$ cat config.mk
export PLATFORM = sky130hd
export DESIGN_NAME = gbf_ram
export DESIGN_NICKNAME = d
export VERILOG_FILES = /design/src/hw/rtl/gbf_ram.sv
export SDC_FILE = /design/constraint.sdc
export NUM_CORES = 1
export LEC_CHECK = 0
export BUFFER_PORTS_ARGS = -buffer_cell sky130_fd_sc_hd__clkbuf_2
export CAP_MARGIN = 15
export CORE_ASPECT_RATIO = 1.2
export CORE_MARGIN = 2
export CORE_UTILIZATION = 35
export CTS_BUF_LIST = sky130_fd_sc_hd__clkbuf_4 sky130_fd_sc_hd__clkbuf_8
export CTS_CLUSTER_DIAMETER = 150
export DETAILED_ROUTE_END_ITERATION = 8
export MAX_ROUTING_LAYER = met4
export PLACE_DENSITY = 0.52
export SLEW_MARGIN = 20
export SYNTH_ARGS = -nofsm -noshare
export SYNTH_HDL_FRONTEND = slang
export SYNTH_SLANG_ARGS = --single-unit
$ cat constraint.sdc
create_clock -name clk -period 5.2 [get_ports clk]
set_clock_uncertainty 0.05 [all_clocks]
set_input_delay 1.04 -clock clk [delete_from_list [all_inputs] [get_ports clk]]
set_output_delay 1.04 -clock clk [all_outputs]
set_load 0.01 [all_outputs]
$ cat src/hw/rtl/gbf_ram.sv
`timescale 1ns / 1ps
`default_nettype none
// ----------------------------------------------------------------------------
// gbf_ram: generic simple dual-port RAM
// One write port, one read port, registered read data.
// ----------------------------------------------------------------------------
module gbf_ram #(
	parameter int WIDTH = 8,
	parameter int DEPTH = 16
) (
	input  wire logic                     clk,
	input  wire logic                     we,
	input  wire logic [$clog2(DEPTH)-1:0] waddr,
	input  wire logic [WIDTH-1:0]         wdata,
	input  wire logic [$clog2(DEPTH)-1:0] raddr,
	output logic      [WIDTH-1:0]         rdata
);

	logic [WIDTH-1:0] mem_q [DEPTH];

	always_ff @(posedge clk) begin
		if (we) begin
			mem_q[waddr] <= wdata;
		end
		rdata <= mem_q[raddr];
	end

endmodule
`default_nettype wire

# == Yosys cells after proc, flatten, opt, wreduce, memory -nomap -nowiden ==
# Memories as Yosys holds them, arrays and structs flattened. A register that Yosys moved wholly into a read port is not among the register bits.
# Index checks and enable logic that the tools add are counted.
# totals
regBits,0
mem_bits_rw,128
inputBits,18
output_inout_bits,8
word_cells,3
mem_count,1
# op_classes
mux,2
# memory_table
memory,depth,word_bits,read_ports,rd_clocked_by_memory_dff,wr,line,text
mem_q,16,8,1,1,1,19,logic [WIDTH-1:0] mem_q [DEPTH];
# ops
op,count
$mux 1,2

# == Depth between registers and ports, before layout ==
# Gate-level depths: netlist of run 1.
# logic_depth
depth_word,2
depth_mapped,5
mapped_depth_nobuf,3

# == Least setup slack after synthesis of run 1 ==
# Ideal clock, no wire load.
# synth_path
path_kind,input-to-reg
start,input port waddr[2]
end,memory mem_q[0][0] (enable)
setup_ps,383
t_arrival_ps,2150
required_time_ps,4767
slack_ps,2617
path_stages,2
n_path_buf,0
path_cell_list,or3b_2 -> nor3_1
# synth_lines
item,line,text
from (decl),13,"input wire logic [$clog2(DEPTH)-1:0] waddr,"
to (decl),19,
# Straight into the memory's write port.

==> results.md, run 1 <==
- Antenna diodes: 0
- Placed insts: around 420
- Sink Count: ~140
- Die Ht: between 100 and 150 um
- Unrepaired setup endpoints after global routing: false
- Vias: about 2300
- Bufs on Longest Clock Path: 2
- Grt total ovfl: 0
- Crit path capture type: flop
- Cts hold-fix bufs: 0
- Reg2reg start: mem_q[5][3]
- Routed WL: roughly 10000 um
- Setup ws final: approximately 2.4 ns
- RR Endpoint: rdata[3]
- Starting Density: roughly 36%
- Final setup vio count: 0
- Worst R2R Path Depth: 3
- Final period utilization: 53.3%
- CTS resizes: 0
- Maxcap violations: 0
- Met3 Use GR: 3.76%
- Synth unique cells: 19
- Initial antenna violation count: 0
- Largest net degree at the start of global routing: 33
- Power Density: 376 nW/um^2
- Slew headroom: about a third
- Non-filler cells, final: approximately 450
- Avg Vias per Cell: 5.10
- GP Congestion: just over 0.7
- Mapped cell area: 5150 um^2
- Total Routing Usage GR: roughly 14%
- IO Pins: 26
- Post-synthesis cell count: 229
- YS warnings: 0
- ANT nets after route: 0
- H-tree depth: 4
- Status: complete, no violations
- Worst-margin pin slew: roughly 0.97 ns
- Leak Pwr: approximately 0.0019 uW
- Placed cell area: about 5400 um^2
- Met1 usage: a little under a fifth
- Fraction of layout instances using a drive strength above 1: between 20% and 30%
- Class of the most critical setup path: primary input to flop
- Port Buffers: 25
- Final nets: roughly 280
- Die ar.: approximately 16000 um^2
- Place WS: 1.97 ns
- Peak VDD IR: ~190 uV
- Final Instance Area: a little under 6000 um^2
- Die width: 115 um
- Post-synthesis sequential area ratio: between 70% and 80%
- Hold EP: rdata[2]
- Top achievable clock speed: roughly 0.36 GHz
- # DRC: 0
- Pwr Total: approximately 2200 uW
- Vias in the first global route: around 2500
- Final min period: around 2.8 ns
- Seq cells post-synth: 136
- Worst EP arrival: approximately 3.0 ns
- Clk slew on worst S/H paths: roughly 0.08 ns
- Syn Area/Cell: around 22 um^2
- TritonCTS clock tree: built
- Final Hold Vio Count: 0
- Worst min path class: flop to flop
- First-pass GRT wire length: around 15000 um
- Worst skew pair latency: between 0.4 and 0.5 ns
- GR Util met2: 21.5%
- Final setup TNS: 0 ns
- Worst Path Required: roughly 5.5 ns
- Routed len/inst: roughly 22 um
- Worst setup SP type: primary input
- Synth Net Count: about 250
- Crit Path Max Fanout: 19
- Most Crowded Layer GR: met2
- Hold depth: 3
- Slew Limit Fails: 0
- Row count: between 40 and 50
- Core area: about 14000 um^2
- Inserted Clock Buffers: 17
- Detailed-placement wirelength estimate: 6310 um
- Post-CTS Setup Bufs: 0
- Starting DRT DRC Count: 181
- Drt pass-1 iters: 4
- Root Driver: clkbuf_8
- Reg2Reg Setup Slack: about 3.8 ns
- Syn-to-layout area delta: 13.4%
- Hold Crit Start: mem_q[14][2]
-- state kept, by name, indices dropped and copies added, names as in the netlist --
| name | cells |
|---|---|
| rdata | 8 |
| mem_q | 128 |
-- how the worst max path moves through the flow --
stage,cells after the start,start,slack [ns],endpoint
CTS,5,raddr[0],2.44,rdata[3]
finish,5,raddr[0],2.43,rdata[3]
global route,5,raddr[0],2.30,rdata[3]
floorplan,2,waddr[2],2.62,mem_q[0][0]
global placement,5,raddr[0],1.97,rdata[0]
detailed placement,5,raddr[0],1.97,rdata[3]
-- stage by stage --
step	hold WS [ns]	util, %
5_1_grt	0.625	40.5
4_1_cts	0.621	40.5
3_5_place_dp	0.604	37.7
2_1_floorplan	0.579	-
6_report	0.615	40.5
3_3_place_gp	0.598	37.7
-- synthesized netlist by cell type --
library cell,n,share of area (%)
a22oi_1,16,2.3
and2_1,1,0.12
and2b_1,1,0.15
buf_2,3,0.29
buf_4,1,0.15
buf_6,3,0.66
clkdlybuf4s25_2,3,0.58
dfxtp_1,8,3.1
edfxtp_1,128,75
mux4_1,14,7.1
mux4_2,18,7.9
nand2_1,9,0.66
nand2b_1,2,0.24
nand3_1,1,0.097
nand3b_1,2,0.29
nor2_1,13,0.95
nor2b_1,1,0.12
nor3_1,4,0.39
or3b_2,1,0.17
-- layout by cell type, fill, tap and decap left out, drive strengths merged --
cell type  synthesis  final
clkinv             0      8
nor2              13     13
buf                7      3
edfxtp           128    128
or3b               1      1
mux4              32     32
nand2b             2      2
nand3b             2      2
clkinvlp           0      3
nor2b              1      1
bufinv             0      3
clkbuf             0     43
nor3               4      4
and2b              1      1
dfxtp              8      8
and2               1      1
nand3              1      1
nand2              9      9
a22oi             16     16
-- area by class of cell --
type	instances	area [um^2]
Sequential cell	136	4000
Clock buffer	18	241
Tap cell	175	219
Clock inverter	14	158
Fill cell	1287	8580
Timing Repair Buffer	28	148
Multi-Input combinational cell	83	1070
-- routing by layer --
metal | vias up | wire length (um)
met5 | - | 0
li1 | 1043 | -
met4 | 0 | 94
met2 | 60 | 4780
met1 | 1199 | 4580
met3 | 12 | 372
-- cell families after synthesis --
| logic type | share of synthesized area (%) |
|---|---|
| mux | 15.0 |
| compound gates | 2.33 |
| buf+inv | 1.68 |
| simple gates | 3.18 |
| flops | 77.8 |
-- where the power goes --
group	internal, uW	switching [uW]
sequential	1220	6.71
combinational	44.3	66.6
clock	473	381
-- worst max-delay path, cell delays in order --
cell and delay (ns):
clkbuf_2 0.60, buf_4 0.42, mux4_1 0.59, a22oi_1 0.30, nand2_1 0.09
(Power assumes the default switching activity.)
==> run 2: changes to the inputs <==
--- a/config.mk
+++ b/config.mk
@@ -14,7 +14,7 @@
 export CTS_CLUSTER_DIAMETER = 150
 export DETAILED_ROUTE_END_ITERATION = 8
 export MAX_ROUTING_LAYER = met4
-export PLACE_DENSITY = 0.52
+export PLACE_DENSITY = 0.54
 export SLEW_MARGIN = 20
 export SYNTH_ARGS = -nofsm -noshare
 export SYNTH_HDL_FRONTEND = slang
==> constraint.sdc (replaced) <==
create_clock -name clk -period 2.5 [get_ports clk]
set_clock_uncertainty 0.05 [all_clocks]
set_input_delay 0.5 -clock clk [delete_from_list [all_inputs] [get_ports clk]]
set_output_delay 0.5 -clock clk [all_outputs]
set_load 0.01 [all_outputs]
==> results.md, run 2 (same netlist as run 1, synthesis figures left out) <==
- Buf/Inv on CP: 2 (unchanged)
- Power Density: 786 nW/um^2 (+110%)
- Crit path from: raddr[0]
- Port Buffers: 25 (unchanged)
- Final setup TNS: 0 ns (unchanged)
- Routed len/inst: 21.2 um (-2.3%)
- Worst EP arrival: 1.87 ns (-1.17 ns)
- Root Driver: clkbuf_8
- CTS resizes: 0 (unchanged)
- Worst-margin pin slew: 0.694 ns (-0.281 ns)
- ANT nets after route: 0 (unchanged)
- Core area: 14400 um^2 (unchanged)
- Worst setup SP type: primary input
- Worst setup endpoint: rdata[0]
- Die width: 115 um (unchanged)
- Vias: 2339 (+1.1%)
- Worst R2R Path Depth: 3 (unchanged)
- Final nets: 300 (+5.6%)
- Commonest non-fill, non-tap cell in the layout: edfxtp_1
- Sink Count: 136 (unchanged)
- Non-filler cells, final: 470 (+3.5%)
- Top delay family on crit path: multiplexers
- Crit path capture type: flop
- Grt total ovfl: 0 (unchanged)
- Vias in the first global route: 2539 (+3.0%)
- Crit Path Max Fanout: 32 (+13)
- Slew headroom: 53.6% (+19 points)
- GP Congestion: 0.697 (-3.3%)
- Final setup vio count: 0 (unchanged)
- Bufs on Longest Clock Path: 2 (unchanged)
- Final min period: approximately 1.6 ns
- Starting DRT DRC Count: 126 (-30%)
- Largest net degree at the start of global routing: 33 (unchanged)
- Most flop-heavy register: mem_q
- Fraction of layout instances using a drive strength above 1: 32.2% (+3.9 points)
- RR Endpoint: rdata[0]
- Detailed-placement wirelength estimate: 6180 um (-2.0%)
- Largest register FFs: 128 (unchanged)
- IO Pins: 26 (unchanged)
- Final period utilization: between 60% and 70%
- Biggest regs: mem_q x128, rdata x8
- Routed WL: 9940 um (+1.2%)
- Slew Limit Fails: 0 (unchanged)
- Crit path max-delay cell type: mux4_1
- Inserted Clock Buffers: 17 (unchanged)
- Syn-to-layout area delta: 16.7%
- First-pass GRT wire length: 15400 um (+1.6%)
- Clk slew on worst S/H paths: 0.07 ns (about the same)
- Placed insts: 438 (+3.8%)
- Total Routing Usage GR: 14.6% (+0.25 points)
- Row count: 48 (unchanged)
- Crit path cell chain: clkbuf_2 -> buf_12 -> mux4_1 -> a22oi_1 -> nand2_1
- Peak VDD IR: 425 uV (+120%)
- Maxcap violations: 0 (unchanged)
- Reg2Reg Setup Slack: 1.07 ns (-2.73 ns)
- Cts hold-fix bufs: 0 (unchanged)
- # DRC: 0 (unchanged)
- Worst Path Required: 2.75 ns (-2.71 ns)
- Top achievable clock speed: 0.617 GHz
- Initial antenna violation count: 0 (unchanged)
- Most frequent cells in the layout: edfxtp_1, clkbuf_2, mux4_2
- Class of the most critical setup path: primary input to flop
- Reg2reg start: mem_q[6][0]
- Drt pass-1 iters: 4 (unchanged)
- Die Ht: 137 um (unchanged)
- Final Hold Vio Count: 0 (unchanged)
- Antenna diodes: 0 (unchanged)
- Unrepaired setup endpoints after global routing: false
- H-tree depth: 4 (unchanged)
- Starting Density: 35.7% (unchanged)
- Avg Vias per Cell: 4.98 (-2.4%)
- Worst skew pair latency: 0.42 ns (about the same)
- Status: complete, no violations
- WHS: 0.449 ns (-0.165 ns)
- Max incr delay on CP: 0.62 ns (+0.02 ns)
- Die ar.: 15700 um^2 (unchanged)
- Post-CTS Setup Bufs: 0 (unchanged)
- Leak Pwr: 0.00201 uW (+5.0%)
- TritonCTS clock tree: built
- CP Depth: 5 (unchanged)
- Worst min path class: primary input to flop
==> run 2: cell count changes in the layout (fill, tap and decap cells not counted) <==
| cell | before | now |
|---|---|---|
| buf_12 | 0 | 2 |
| bufinv_16 | 3 | 4 |
| clkbuf_4 | 1 | 0 |
| nor3_2 | 2 | 0 |
| clkinvlp_4 | 3 | 6 |
| clkinv_4 | 2 | 1 |
| inv_6 | 0 | 2 |
| clkinv_1 | 2 | 0 |
| nor3_1 | 2 | 4 |
| buf_4 | 3 | 17 |
| clkinv_2 | 4 | 2 |
==> run 2: through the flow <==
step	cell area, um^2	setup slack [ns]	util (%)	total power, uW
3_3_place_gp	5570	0.410	38.7	2850
5_1_grt	6010	0.821	41.7	4920
4_1_cts	6010	0.844	41.7	4790
2_1_floorplan	5150	0.457	-	2740
6_report	6010	0.879	41.7	4720
3_5_place_dp	5570	0.405	38.7	2860
==> run 2: worst min-delay path by stage <==
stage,start,endpoint,slack (ns),cells after the start
after global routing,wdata[3],mem_q[13][3],0.46,1
after CTS,wdata[6],mem_q[10][6],0.44,1
final,wdata[7],mem_q[14][7],0.45,1
after floorplan,wdata[0],mem_q[0][0],0.55,0
after global placement,mem_q[14][1],rdata[1],0.61,3
after detailed placement,mem_q[15][2],rdata[2],0.61,3
==> run 2: power by group <==
group	internal [uW]	switching (uW)	total (uW)	leakage (uW)
registers	2550	17.5	2560	0.00122
clock network	1090	834	1920	0.000201
logic	102	135	237	0.000584
total	3740	987	4720	0.00201
==> run 2: worst register-to-register path, cell delays in order (launching register included) <==
cell and delay, ns:
edfxtp_1 0.36, mux4_1 0.52, a22oi_1 0.27, nand2_1 0.10
==> run 2: layout make-up <==
cell class | instances | area [um^2]
Tap cell | 175 | 219
Clock inverter | 15 | 201
Fill cell | 1286 | 8410
Timing Repair Buffer | 44 | 293
Multi-Input combinational cell | 83 | 1060
Sequential cell | 136 | 4000
Clock buffer | 17 | 234
==> run 2: per-layer routing <==
layer / wire length, um / vias up / track usage (%)
li1: - / 1074 / -
met1: 4620 / 1210 / 18.8
met2: 4870 / 46 / 22.7
met3: 350 / 9 / 4.12
met4: 104 / 0 / 4.62
met5: 0 / - / -
